===== config.mk =====
export PLATFORM = sky130hd
export DESIGN_NAME = sexpr_token_scanner_flat
export DESIGN_NICKNAME = d
export VERILOG_FILES = /design/src/design/sst_pkg.sv /design/src/design/sst_if.sv /design/src/design/sexpr_token_scanner.sv /design/src/flat_wrapper.sv
export SDC_FILE = /design/constraint.sdc
export NUM_CORES = 1
export LEC_CHECK = 0
export BUFFER_PORTS_ARGS = -buffer_cell sky130_fd_sc_hd__buf_4
export CAP_MARGIN = 20
export CORE_MARGIN = 2
export CORE_UTILIZATION = 30
export CTS_BUF_LIST = sky130_fd_sc_hd__clkbuf_8 sky130_fd_sc_hd__clkbuf_16
export DETAILED_ROUTE_END_ITERATION = 10
export GPL_TIMING_DRIVEN = 0
export SLEW_MARGIN = 40
export SYNTH_ARGS = -nofsm -noshare
export SYNTH_HDL_FRONTEND = slang
export SYNTH_SLANG_ARGS = --single-unit

===== constraint.sdc =====
create_clock -name clk -period 6.13 [get_ports clk]
set_input_delay 0.9195 -clock clk [delete_from_list [all_inputs] [get_ports clk]]
set_output_delay 0.9195 -clock clk [all_outputs]
set_load 0.01 [all_outputs]

===== src/design/sst_pkg.sv =====
// Package for the s-expression token scanner: token kinds, scan modes,
// character codes and the result word type. No dependencies.
package sst_pkg;

	localparam int QDEPTH = 4;
	localparam int QW     = $clog2(QDEPTH);
	localparam int CW     = $clog2(QDEPTH + 1);

	typedef enum logic [3:0] {
		K_LPAR   = 4'd0,
		K_RPAR   = 4'd1,
		K_DOT    = 4'd2,
		K_QUOTE  = 4'd3,
		K_TRUE   = 4'd4,
		K_FALSE  = 4'd5,
		K_STRING = 4'd6,
		K_NUMBER = 4'd7,
		K_SYMBOL = 4'd8,
		K_END    = 4'd9,
		K_ERROR  = 4'd10
	} kind_t;

	typedef enum logic [2:0] {
		M_IDLE   = 3'd0,
		M_HASH   = 3'd1,
		M_STRING = 3'd2,
		M_MINUS  = 3'd3,
		M_NUMBER = 3'd4,
		M_SYMBOL = 3'd5,
		M_SKIP   = 3'd6
	} mode_t;

	localparam logic [7:0] CH_LPAR  = 8'h28;
	localparam logic [7:0] CH_RPAR  = 8'h29;
	localparam logic [7:0] CH_DOT   = 8'h2e;
	localparam logic [7:0] CH_QUOTE = 8'h27;
	localparam logic [7:0] CH_HASH  = 8'h23;
	localparam logic [7:0] CH_DQUOT = 8'h22;
	localparam logic [7:0] CH_MINUS = 8'h2d;
	localparam logic [7:0] CH_NL    = 8'h0a;
	localparam logic [7:0] CH_SPACE = 8'h20;
	localparam logic [7:0] CH_NUL   = 8'h00;
	localparam logic [7:0] CH_T     = 8'h74;
	localparam logic [7:0] CH_F     = 8'h66;
	localparam logic [7:0] CH_ZERO  = 8'h30;
	localparam logic [7:0] CH_NINE  = 8'h39;

	typedef struct packed {
		kind_t       kind;
		logic [7:0]  char_out;
		logic        token_first;
		logic        token_final;
		logic        run_last;
	} res_t;

	function automatic res_t mk(kind_t k, logic [7:0] c, logic f, logic l);
		res_t r;
		r.kind        = k;
		r.char_out    = c;
		r.token_first = f;
		r.token_final = l;
		r.run_last    = 1'b0;
		return r;
	endfunction

	function automatic logic is_digit(logic [7:0] c);
		return (c >= CH_ZERO) && (c <= CH_NINE);
	endfunction

endpackage


===== src/design/sst_if.sv =====
// Channel interfaces for the s-expression token scanner: text bytes in,
// tagged token words out. Valid/ready handshake; no dependencies.
interface sst_text_if;
	logic       valid;
	logic       ready;
	logic [7:0] char_in;

	modport source (output valid, output char_in, input ready);
	modport sink   (input valid, input char_in, output ready);
endinterface

interface sst_token_if;
	logic       valid;
	logic       ready;
	logic [3:0] token_kind;
	logic [7:0] char_out;
	logic       token_first;
	logic       token_final;
	logic       run_last;

	modport source (output valid, output token_kind, output char_out,
		output token_first, output token_final, output run_last, input ready);
	modport sink   (input valid, input token_kind, input char_out,
		input token_first, input token_final, input run_last, output ready);
endinterface


===== src/design/sexpr_token_scanner.sv =====
// Top level of the s-expression token scanner.
// Depends on sst_pkg and the channel interfaces in sst_if.sv.
//
// One text byte is taken per cycle while the queue has room, and classified in
// a single pass against the scan mode and the held lookahead character; its
// zero, one or two token words go into a four-word output queue, from which one
// word leaves per cycle while the receiver is ready. A byte is taken whenever at
// least two queue places are free, so bursts of two-word bytes (#t, #f, a
// bracket, quote or zero byte closing a number or symbol, errors on a zero byte)
// are paced by the output at one word per cycle. Number and symbol characters
// come out one byte late, as the following byte decides whether they end a token.
module sexpr_token_scanner
	import sst_pkg::*;
(
	input  logic              clk,
	input  logic              arst_n,
	sst_text_if.sink          text,
	sst_token_if.source       token
);

	mode_t       mode_q, mode_d;
	logic [7:0]  held_q, held_d;
	logic        hfirst_q, hfirst_d;

	res_t        q_q [QDEPTH];
	logic [QW-1:0] wr_ptr_q, rd_ptr_q;
	logic [CW-1:0] cnt_q;

	res_t        r0, r1;
	logic [1:0]  n;
	logic        push, pop;

	// start-of-token decode
	res_t        ires;
	logic        ivalid, ihold;
	mode_t       imode;

	logic [7:0]  c;
	mode_t       m;
	logic        go;
	kind_t       rkind;

	assign c = text.char_in;

	always_comb begin
		ires   = mk(K_END, CH_NUL, 1'b1, 1'b1);
		ivalid = 1'b0;
		ihold  = 1'b0;
		imode  = M_IDLE;
		unique case (c)
			CH_LPAR: begin
				ires = mk(K_LPAR, c, 1'b1, 1'b1); ivalid = 1'b1;
			end
			CH_RPAR: begin
				ires = mk(K_RPAR, c, 1'b1, 1'b1); ivalid = 1'b1;
			end
			CH_DOT: begin
				ires = mk(K_DOT, c, 1'b1, 1'b1); ivalid = 1'b1;
			end
			CH_QUOTE: begin
				ires = mk(K_QUOTE, c, 1'b1, 1'b1); ivalid = 1'b1;
			end
			CH_SPACE, CH_NL: begin
			end
			CH_HASH: begin
				imode = M_HASH;
			end
			CH_DQUOT: begin
				ires = mk(K_STRING, c, 1'b1, 1'b0); ivalid = 1'b1;
				imode = M_STRING;
			end
			CH_NUL: begin
				ivalid = 1'b1;
			end
			CH_MINUS: begin
				ihold = 1'b1; imode = M_MINUS;
			end
			default: begin
				ihold = 1'b1;
				imode = is_digit(c) ? M_NUMBER : M_SYMBOL;
			end
		endcase
	end

	always_comb begin
		m        = mode_q;
		if (mode_q == M_MINUS) begin
			m = is_digit(c) ? M_NUMBER : M_SYMBOL;
		end
		mode_d   = m;
		held_d   = held_q;
		hfirst_d = hfirst_q;
		r0       = mk(K_END, CH_NUL, 1'b1, 1'b1);
		r1       = mk(K_END, CH_NUL, 1'b1, 1'b1);
		n        = 2'd0;
		go       = 1'b0;
		rkind    = K_NUMBER;
		unique case (m)
			M_HASH: begin
				if (c == CH_T || c == CH_F) begin
					rkind  = (c == CH_T) ? K_TRUE : K_FALSE;
					r0     = mk(rkind, CH_HASH, 1'b1, 1'b0);
					r1     = mk(rkind, c, 1'b0, 1'b1);
					n      = 2'd2;
					mode_d = M_IDLE;
				end else begin
					r0 = mk(K_ERROR, c, 1'b1, 1'b1);
					if (c == CH_NUL) begin
						n = 2'd2; mode_d = M_IDLE;
					end else begin
						n = 2'd1; mode_d = M_SKIP;
					end
				end
			end
			M_STRING: begin
				if (c == CH_DQUOT) begin
					r0 = mk(K_STRING, c, 1'b0, 1'b1); n = 2'd1; mode_d = M_IDLE;
				end else if (c == CH_NUL) begin
					r0 = mk(K_ERROR, c, 1'b1, 1'b1); n = 2'd2; mode_d = M_IDLE;
				end else begin
					r0 = mk(K_STRING, c, 1'b0, 1'b0); n = 2'd1;
				end
			end
			M_NUMBER, M_SYMBOL: begin
				if (m == M_NUMBER) begin
					rkind = K_NUMBER;
					go    = is_digit(c) || c == CH_DOT || c == CH_MINUS;
				end else begin
					rkind = K_SYMBOL;
					go    = c != CH_SPACE && c != CH_NL && c != CH_NUL &&
						c != CH_LPAR && c != CH_RPAR;
				end
				if (go) begin
					r0       = mk(rkind, held_q, hfirst_q, 1'b0);
					n        = 2'd1;
					held_d   = c;
					hfirst_d = 1'b0;
				end else begin
					r0     = mk(rkind, held_q, hfirst_q, 1'b1);
					r1     = ires;
					n      = ivalid ? 2'd2 : 2'd1;
					mode_d = imode;
					if (ihold) begin
						held_d = c; hfirst_d = 1'b1;
					end
				end
			end
			M_SKIP: begin
				if (c == CH_NUL) begin
					n = 2'd1; mode_d = M_IDLE;
				end
			end
			default: begin
				r0     = ires;
				n      = ivalid ? 2'd1 : 2'd0;
				mode_d = imode;
				if (ihold) begin
					held_d = c; hfirst_d = 1'b1;
				end
			end
		endcase
		if (n == 2'd1) begin
			r0.run_last = 1'b1;
		end
		if (n == 2'd2) begin
			r1.run_last = 1'b1;
		end
	end

	assign text.ready = cnt_q <= CW'(QDEPTH - 2);
	assign push       = text.valid && text.ready;
	assign pop        = token.valid && token.ready;

	always_ff @(posedge clk or negedge arst_n) begin
		if (!arst_n) begin
			mode_q   <= M_IDLE;
			held_q   <= CH_NUL;
			hfirst_q <= 1'b0;
			wr_ptr_q <= '0;
			rd_ptr_q <= '0;
			cnt_q    <= '0;
		end else begin
			if (push) begin
				mode_q   <= mode_d;
				held_q   <= held_d;
				hfirst_q <= hfirst_d;
				wr_ptr_q <= wr_ptr_q + QW'(n);
			end
			if (pop) begin
				rd_ptr_q <= rd_ptr_q + QW'(1);
			end
			cnt_q <= cnt_q + (push ? CW'(n) : CW'(0)) - (pop ? CW'(1) : CW'(0));
		end
	end

	always_ff @(posedge clk) begin
		if (push && n != 2'd0) begin
			q_q[wr_ptr_q] <= r0;
		end
		if (push && n == 2'd2) begin
			q_q[wr_ptr_q + QW'(1)] <= r1;
		end
	end

	assign token.valid       = cnt_q != '0;
	assign token.token_kind  = q_q[rd_ptr_q].kind;
	assign token.char_out    = q_q[rd_ptr_q].char_out;
	assign token.token_first = q_q[rd_ptr_q].token_first;
	assign token.token_final = q_q[rd_ptr_q].token_final;
	assign token.run_last    = q_q[rd_ptr_q].run_last;

	// queue never overfills
	a_cnt_bound: assert property (@(posedge clk) disable iff (!arst_n)
		cnt_q <= CW'(QDEPTH))
		else $error("token queue overfilled");

	// a leading minus is the held character
	a_minus_held: assert property (@(posedge clk) disable iff (!arst_n)
		mode_q == M_MINUS |-> held_q == CH_MINUS)
		else $error("minus mode without held minus");

	// only number characters are held in number mode
	a_num_held: assert property (@(posedge clk) disable iff (!arst_n)
		mode_q == M_NUMBER |-> (is_digit(held_q) || held_q == CH_DOT ||
			held_q == CH_MINUS))
		else $error("non-number character held in number mode");

	// a word count is kept in step with the pointers
	a_ptr_sync: assert property (@(posedge clk) disable iff (!arst_n)
		cnt_q == '0 |-> wr_ptr_q == rd_ptr_q)
		else $error("queue pointers out of step");

endmodule

===== src/flat_wrapper.sv =====
// flat-port wrapper written by rule: the top's interface ports become plain ports
module sexpr_token_scanner_flat import sst_pkg::*;
  (clk, arst_n, text_valid, text_char_in, text_ready, token_valid, token_token_kind, token_char_out, token_token_first, token_token_final, token_run_last, token_ready);
  sst_text_if text_i ();
  sst_token_if token_i ();
  input  logic clk;
  input  logic arst_n;
  input wire logic [$bits(text_i.valid)-1:0] text_valid;
  input wire logic [$bits(text_i.char_in)-1:0] text_char_in;
  output wire logic [$bits(text_i.ready)-1:0] text_ready;
  output wire logic [$bits(token_i.valid)-1:0] token_valid;
  output wire logic [$bits(token_i.token_kind)-1:0] token_token_kind;
  output wire logic [$bits(token_i.char_out)-1:0] token_char_out;
  output wire logic [$bits(token_i.token_first)-1:0] token_token_first;
  output wire logic [$bits(token_i.token_final)-1:0] token_token_final;
  output wire logic [$bits(token_i.run_last)-1:0] token_run_last;
  input wire logic [$bits(token_i.ready)-1:0] token_ready;
  assign text_i.valid = text_valid;
  assign text_i.char_in = text_char_in;
  assign text_ready = text_i.ready;
  assign token_valid = token_i.valid;
  assign token_token_kind = token_i.token_kind;
  assign token_char_out = token_i.char_out;
  assign token_token_first = token_i.token_first;
  assign token_token_final = token_i.token_final;
  assign token_run_last = token_i.run_last;
  assign token_i.ready = token_ready;
  sexpr_token_scanner u_core (.clk(clk), .arst_n(arst_n), .text(text_i), .token(token_i));
endmodule

==> results.cfg, run 1 <==
[clock_network]
cts_resized = 0
path_clk_slew_ns = 0.06
cts_buffers = 9
root_buffer = clkbuf_16
holdBufCountCts = 0
cts.sinks = 79
cts_setup_buffers = 0
clock_path_buffers = 2
cts_tree = done
clock_latency_ns = 0.35
htree_levels = 3

[hold_path]
hp-class = input port to async pin

[synth]
synth_edf_count = 60
yosysWarnings = 0
synth.largest_area_cell = edfxtp_1
yosysSeqAreaShare_pct = 46.5
synthTopCellsByArea = edfxtp_1 (37%), dfrtp_1 (9.7%), mux4_2 (6.9%), nand2_1 (3.8%), mux2i_1 (3.5%)
synth_top_area_share_pct = 36.8
synth_cells = 462
dominantRegCellSynth = edfxtp_1
syn_area_um2 = 4900
avgSynthCellArea_um2 = 10.6
synthArstFlopShare_pct = 24.1
ys_ff_latch = 79
synth_nets = 479
synth.distinct_cells = 77

[setup_path]
worst_setup_path_start_kind = input port
critPathKind = input port to flop
cp-end-kind = flop
cp_max_fo = 7
cp.required_ns = 6.36
worstPathArrival_ns = 4.14

[final_layout]
final_cell_mix = edfxtp_1 (60), nand2_1 (49), nor2_1 (40), a21oi_1 (30), buf_4 (27)
multi_input_area_um2 = 2490
drive_above_1_share_pct = 19.4
area_growth_pct = 17.8
regArea_um2 = 2280
fillers = 1629
antenna_cells = 0
fin_nets = 517
layout_commonest_cell = edfxtp_1

[sta]
setup_viol = 0
timing.fmax_mhz = 256
fin_ws_ns = 2.22
hold_violations = 0
max_slew_margin_pct = 44.5
setup_tns_ns = 0
slew_violations = 0
fin_skew_ns = 0.00658
worstMarginPinSlew_ns = 0.830
post-route-min-period_ns = 3.91
rsz0062_at_grt = no
period_share_pct = 63.8

[placement]
portBuffers = 25
place_ws_ns = 1.94
hpwl_mm = 9.98
place_congestion = 0.924

[detailed_routing]
drtIter0Drc = 371
routed-via-count = 3940
drt-vias-per-instance = 5.46
ant_nets = 0
wl_per_cell_um = 18.8
drt-pass1-iter-count = 5
drc = 0
routed_wl_mm = 13.5

[die]
core_um2 = 15900
rows = 46
ios = 29
initial_core_util_pct = 30.7
die_x_um = 132
dieArea_um2 = 17400
die_y_um = 132

[pwr]
power.density_nw_per_um2 = 543
power.total_w = 0.00314
p_leak_nw = 2.20
irDropWorstVdd_mv = 0.200

[global_routing]
overflow = 0
grt_pass1_wl_mm = 21.9
grt_max_degree = 20
antenna_found_initial = 0
grt_pass1_vias = 3820
gr-usage-all-layers_pct = 16.1

[outcome]
status = finished, final reports clean

[flow_run]
maxCapViolCount = 0
per-stage QoR:
stage               hold WS, ns  util, %  std cells  cell area, um^2
global route              0.476     36.2        721             5780
CTS                       0.458     36.1        721             5760
global placement          0.483     33.6        703             5360
floorplan                 0.462        -        462             4900
finish                    0.451     36.2        721             5780
detailed placement        0.497     34.1        705             5440
flip-flops by register name (all words and copies together), names as in the netlist:
| name | count |
|---|---|
| u_core.cnt_q | 3 |
| u_core.q_q | 60 |
| u_core.held_q | 8 |
| u_core.rd_ptr_q | 2 |
| u_core.mode_q | 3 |
| u_core.hfirst_q | 1 |
| u_core.wr_ptr_q | 2 |
worst paths after layout:
check                                      start               end  cells past startpoint  slack [ns]
worst min register to register   u_core.cnt_q[2]   u_core.cnt_q[2]                      1        0.50
min in group clk                 u_core.cnt_q[2]   u_core.cnt_q[2]                      1        0.50
worst max register to register  u_core.mode_q[0]   u_core.cnt_q[2]                     10        2.80
worst max-delay path             text_char_in[4]   u_core.cnt_q[2]                     11        2.22
max in group asynchronous                 arst_n  u_core.held_q[2]                      1        5.45
worst min-delay path                      arst_n   u_core.hfirst_q                      1        0.45
where the power goes:
group	total [W]	internal, W	switching [W]
sequential	0.000911	0.000851	0.0000599
clock	0.000581	0.000357	0.000224
combinational	0.00164	0.000666	0.000977
total	0.00314	0.00187	0.00126
cell usage after synthesis, drive strengths merged, types with 5 or more instances:
master  number
dfrtp       19
edfxtp      60
xnor2        5
o31ai        5
mux4        15
mux2         7
clkbuf      20
o21ai       39
a21oi       30
and2         5
nand4        5
nor3         7
a211oi       5
nand2b       7
buf         14
nand2       49
mux2i       17
o21a         6
nor4         7
inv         12
nand3        7
nor2        42
kinds of logic (layout without fill, tap and decap cells):
family	count (synthesis)	after routing	synth area share, %
buffers and inverters	46	89	4.16
adders and majority gates	5	5	1.43
DFF	79	79	46.5
AOI/OAI and AO/OA	127	127	17.4
xor gates and xnor gates	8	8	1.43
muxes	39	39	12.0
and+or+nand+nor	158	158	17.2
critical path, stage by stage:
cell,delay [ns]
buf_4,0.13
or4b_4,0.55
or3_1,0.42
a32o_2,0.33
a211oi_4,0.49
nor2_1,0.19
nand2_1,0.10
ha_1,0.25
fa_1,0.45
xor2_1,0.16
xnor2_1,0.13
layout make-up:
type / instances / share of cell area (%)
well taps: 216 / 4.68
clock buffers: 9 / 3.90
repair buffers: 27 / 3.64
clock inverters: 7 / 1.69
multi-input cells: 337 / 43.1
flip-flops and latches: 79 / 39.4
plain buffers: 34 / 2.77
inverters: 12 / 0.780
routing by layer:
layer  up-vias  routed length [um]  track usage [%]
li1       1829                   -                -
met3        23                 676             3.04
met5         -                   0                0
met2       134                6470             25.8
met4         0                 301             6.46
met1      1954                6100             21.7
No activity file was read; power rests on OpenSTA's default activity.
==> run 2, diff against run 1 <==
Clock period 6.13 ns to 3.5 ns, I/O delays scaled along.
==> results.cfg, run 2 (synthesis gave the netlist of run 1 again) <==
[clock_network]
cts_buffers = 9
clock_latency_ns = 0.35
cts.sinks = 79
holdBufCountCts = 0
htree_levels = 3
cts_tree = done
path_clk_slew_ns = 0.06
clock_path_buffers = 2
root_buffer = clkbuf_16

[final_layout]
finish.utilization_pct = 36.7
layout_commonest_cell = edfxtp_1
final_cell_mix = edfxtp_1 (60), nand2_1 (49), nor2_1 (38), buf_4 (33), a21oi_1 (30)
fin_nets = 523
drive_above_1_share_pct = 21.5
antenna_cells = 0
largestRegisters = u_core.q_q (60), u_core.held_q (8)
largest_register_ffs = 60
largest_register = u_core.q_q
fillers = 1619
area_growth_pct = 19.2

[flow_run]
maxCapViolCount = 0

[detailed_routing]
drtIter0Drc = 423
drc = 0
drt-vias-per-instance = 5.40
ant_nets = 0
routed-via-count = 3925
wl_per_cell_um = 18.7
highest_layer = met4
wl_met1_mm = 6.18
routed_wl_mm = 13.6
routed-wl-met2_mm = 6.55
drt-pass1-iter-count = 5
wl_met3_um = 605

[setup_path]
worstRegToRegCells = 10
critPathKind = input port to flop
endpoint = u_core.cnt_q[2]
cp-end-kind = flop
startpoint = text_char_in[4]
cpPeakStageDelay_ns = 0.56
r2r_start = u_core.mode_q[0]
slowest_stage = or4b_4
cp_max_fo = 7
cp.required_ns = 3.73
worst_setup_path_start_kind = input port
crit_chain = buf_4 > or4b_4 > or3_1 > a32o_2 > o2bb2a_4 > buf_2 > nor2_2 > nand2_1 > ha_1 > fa_1 > xor2_1 > xnor2_1
rrSetupSlack_ns = 0.29
timing.rr.end = u_core.cnt_q[2]
worstPathArrival_ns = 3.57

[sta]
setup_viol = 0
period_share_pct = 95.6
rsz0062_at_grt = no
max_slew_margin_pct = 44.4
worstMarginPinSlew_ns = 0.833
hold_violations = 0
fin_skew_ns = 0.00753
timing.fmax_mhz = 299
slew_violations = 0
post-route-min-period_ns = 3.35
fin_hold_ws_ns = 0.0578

[placement]
hpwl_mm = 9.98
place_congestion = 0.924
portBuffers = 25

[pwr]
p_leak_nw = 2.24
clockPowerShare_pct = 18.4
power.density_nw_per_um2 = 943
combPwrFrac_pct = 52.6
pwr-share-seq_pct = 28.9
net-switching-power_w = 0.00221
internal_power_w = 0.00330
switching_share_pct = 40.1
irDropWorstVdd_mv = 0.349

[global_routing]
overflow = 0
gr-usage-all-layers_pct = 16.1
grt_pass1_wl_mm = 21.9
antenna_found_initial = 0
grt_max_degree = 20
grt_pass1_vias = 3820

[die]
core_um2 = 15900
initial_core_util_pct = 30.7
die_x_um = 132
dieArea_um2 = 17400
ios = 29
die_y_um = 132
rows = 46

[hold_path]
hp-class = input port to async pin

[outcome]
status = finished, final reports clean
## run 2: per-stage QoR
stage	total power (W)	instances	worst slack [ns]	TNS, ns	area (um^2)
2_1_floorplan	0.00355	462	-0.334	-10.01	4900
3_3_place_gp	0.00432	703	-1.73	-76.36	5360
3_5_place_dp	0.00446	705	-0.295	-10.94	5440
4_1_cts	0.00549	721	0.0366	0	5760
5_1_grt	0.00591	727	0.00440	0	5840
6_report	0.00551	727	0.154	0	5840
## run 2: worst min path at each step
stage / to / slack [ns] / cells past startpoint / start
floorplan: u_core.cnt_q[0] / 0.23 / 0 / arst_n
global placement: u_core.mode_q[2] / 0.43 / 1 / arst_n
detailed placement: u_core.hfirst_q / 0.43 / 1 / arst_n
CTS: u_core.hfirst_q / 0.06 / 1 / arst_n
global route: u_core.wr_ptr_q[0] / 0.08 / 1 / arst_n
finish: u_core.wr_ptr_q[0] / 0.06 / 1 / arst_n
## run 2: layout make-up
| class | instances | area (um^2) | area share [%] |
|---|---|---|---|
| Clock inverter | 7 | 97.6 | 1.67 |
| Timing Repair Buffer | 33 | 255 | 4.37 |
| Inverter | 12 | 45.0 | 0.771 |
| Clock buffer | 9 | 225 | 3.85 |
| Buffer | 34 | 161 | 2.76 |
| Tap cell | 216 | 270 | 4.63 |
| Multi-Input combinational cell | 337 | 2510 | 43.0 |
| Sequential cell | 79 | 2280 | 39.0 |
## run 2: metal layers
metal	global-route usage, %	vias up
li1	-	1849
met1	21.7	1955
met2	25.8	100
met3	3.04	21
met4	6.46	0
met5	0	-
## run 2: timing repair
item,CTS,global route
resized for setup,0,7
endpoints found under the setup margin,0,63
setup buffers,0,6
## run 2: power groups by stage
stage / clock network (W) / logic [W] / registers, W
6_report: 0.00102 / 0.00290 / 0.00159
5_1_grt: 0.00106 / 0.00323 / 0.00162
4_1_cts: 0.00103 / 0.00286 / 0.00160
3_5_place_dp: 0 / 0.00285 / 0.00161
3_3_place_gp: 0 / 0.00271 / 0.00161
2_1_floorplan: 0 / 0.00197 / 0.00158
## run 2: critical path, delay by kind of cell
kind                       cells  cell delay [ns]
xor gates and xnor gates       2             0.29
AOI/OAI and AO/OA              2             0.54
and+or+nand+nor                4             1.17
adders and majority gates      2             0.70
buffers and inverters          2             0.36
==> run 3, diff against run 2 <==
Settings changed: CORE_ASPECT_RATIO set to 0.7, CTS_BUF_LIST sky130_fd_sc_hd__clkbuf_8 sky130_fd_sc_hd__clkbuf_16 to sky130_fd_sc_hd__clkbuf_4 sky130_fd_sc_hd__clkbuf_8.
==> results.cfg, run 3 (synthesis gave the netlist of run 1 again) <==
[sta]
post-route-min-period_ns = 3.39
hold_violations = 0
setup_viol = 0
worstMarginPinSlew_ns = 0.805
rsz0062_at_grt = no
fin_skew_ns = 0.0180
period_share_pct = 96.8
timing.fmax_mhz = 295
fin_ws_ns = 0.111
max_slew_margin_pct = 45.9
slew_violations = 0

[detailed_routing]
drt-pass1-iter-count = 5
drc = 0
wl_per_cell_um = 19.2
drt-vias-per-instance = 5.49
routed_wl_mm = 14.1
ant_nets = 0
routed-via-count = 4018
drtIter0Drc = 501

[pwr]
power.density_nw_per_um2 = 922
irDropWorstVdd_mv = 0.245
p_leak_nw = 2.19
power.total_w = 0.00530

[final_layout]
antenna_cells = 0
largest_register_ffs = 60
regArea_um2 = 2280
fillers = 1586
largest_register = u_core.q_q
largestRegisters = u_core.q_q (60), u_core.held_q (8)
multi_input_area_um2 = 2520
finish.utilization_pct = 35.6
final_cell_mix = edfxtp_1 (60), nand2_1 (49), nor2_1 (37), buf_4 (31), a21oi_1 (30)
fin_nets = 519
drive_above_1_share_pct = 21.7
area_growth_pct = 17.2
fin_cells = 732
layout_commonest_cell = edfxtp_1

[clock_network]
cts_tree = done
cts_buffers = 9
root_buffer = clkbuf_8
clock_path_buffers = 2
clock_latency_ns = 0.38
htree_levels = 3
cts_setup_buffers = 0
cts.sinks = 79
path_clk_slew_ns = 0.10

[die]
ios = 29
initial_core_util_pct = 30.4
rows = 39
die_y_um = 111
core_um2 = 16200
dieArea_um2 = 17400
die_x_um = 157

[placement]
place_inst = 716
portBuffers = 25
place_ws_ns = -0.502
place_congestion = 0.959
hpwl_mm = 10.5

[setup_path]
cpPeakStageDelay_ns = 0.56
worstPathArrival_ns = 3.64
startpoint = text_char_in[4]
timing.rr.end = u_core.cnt_q[2]
slowest_stage = or4b_4
cp_num_buf_inv = 1
cp_max_fo = 7
worst_setup_path_start_kind = input port
cp-end-kind = flop
crit_family = simple AND/OR/NAND/NOR gates
r2r_start = u_core.mode_q[0]
critPathKind = input port to flop
rrSetupSlack_ns = 0.24
path_depth = 11
cp.required_ns = 3.75
worstRegToRegCells = 10
endpoint = u_core.cnt_q[2]
crit_chain = buf_4 > or4b_4 > or3_1 > a32o_2 > a211oi_4 > nor2_2 > nand2_1 > ha_1 > fa_1 > xor2_1 > xnor2_1

[global_routing]
antenna_found_initial = 0
gr-usage-all-layers_pct = 16.9
grt_pass1_vias = 3947
grt_pass1_wl_mm = 22.4
overflow = 0
grt_max_degree = 20

[hold_path]
hp-class = input port to async pin

[outcome]
status = finished, final reports clean

[flow_run]
maxCapViolCount = 0
-- run 3: layout make-up --
cell class                 count  area share [%]
sequential                    79            39.7
clock inverter                 7            1.90
clock buffer                   9            2.16
tap                          225            4.90
multi-input combinational    337            44.0
buffer                        34            2.85
timing repair buffer          29            3.79
inverter                      12           0.784
-- run 3: report_power, final --
group | switching [W] | internal, W
combinational | 0.00171 | 0.00119
clock | 0.000385 | 0.000419
sequential | 0.000112 | 0.00149
-- run 3: stage by stage --
stage	hold slack (ns)	setup TNS (ns)	instance area (um^2)
final	0.0274	0	5740
after global placement	0.424	-79.36	5370
after floorplan	0.229	-10.01	4900
after detailed placement	0.439	-19.35	5440
after CTS	0.0275	0	5680
after global routing	0.0342	0	5740
-- run 3: worst min-delay path by stage --
stage               startpoint               end  slack (ns)  cells after the start
detailed placement      arst_n  u_core.held_q[7]        0.44                      1
global placement        arst_n   u_core.cnt_q[1]        0.42                      1
CTS                     arst_n  u_core.mode_q[1]        0.03                      1
global route            arst_n  u_core.mode_q[1]        0.03                      1
floorplan               arst_n   u_core.cnt_q[0]        0.23                      0
finish                  arst_n  u_core.mode_q[2]        0.03                      1
-- run 3: metal layers --
metal  vias up  GRT usage (%)  wire length, um
met5         -              0                0
met4         0           4.16              141
met3        12           3.79             1080
met2       197           24.5             6340
met1      1966           25.4             6520
li1       1843              -                -
-- run 3: what timing repair did --
item,in CTS,in global routing
resized for setup,1,11
endpoints found under the setup margin,12,53
hold buffers,0,0
-- run 3: worst reg2reg max path, cell delays in order (launching register included) --
cell and delay, ns:
dfrtp_1 0.46, nor2b_1 0.26, nand2b_1 0.24, nor4_4 0.67
a211oi_4 0.17, nor2_2 0.23, nand2_1 0.09, ha_1 0.31
fa_1 0.44, xor2_1 0.16, xnor2_1 0.12
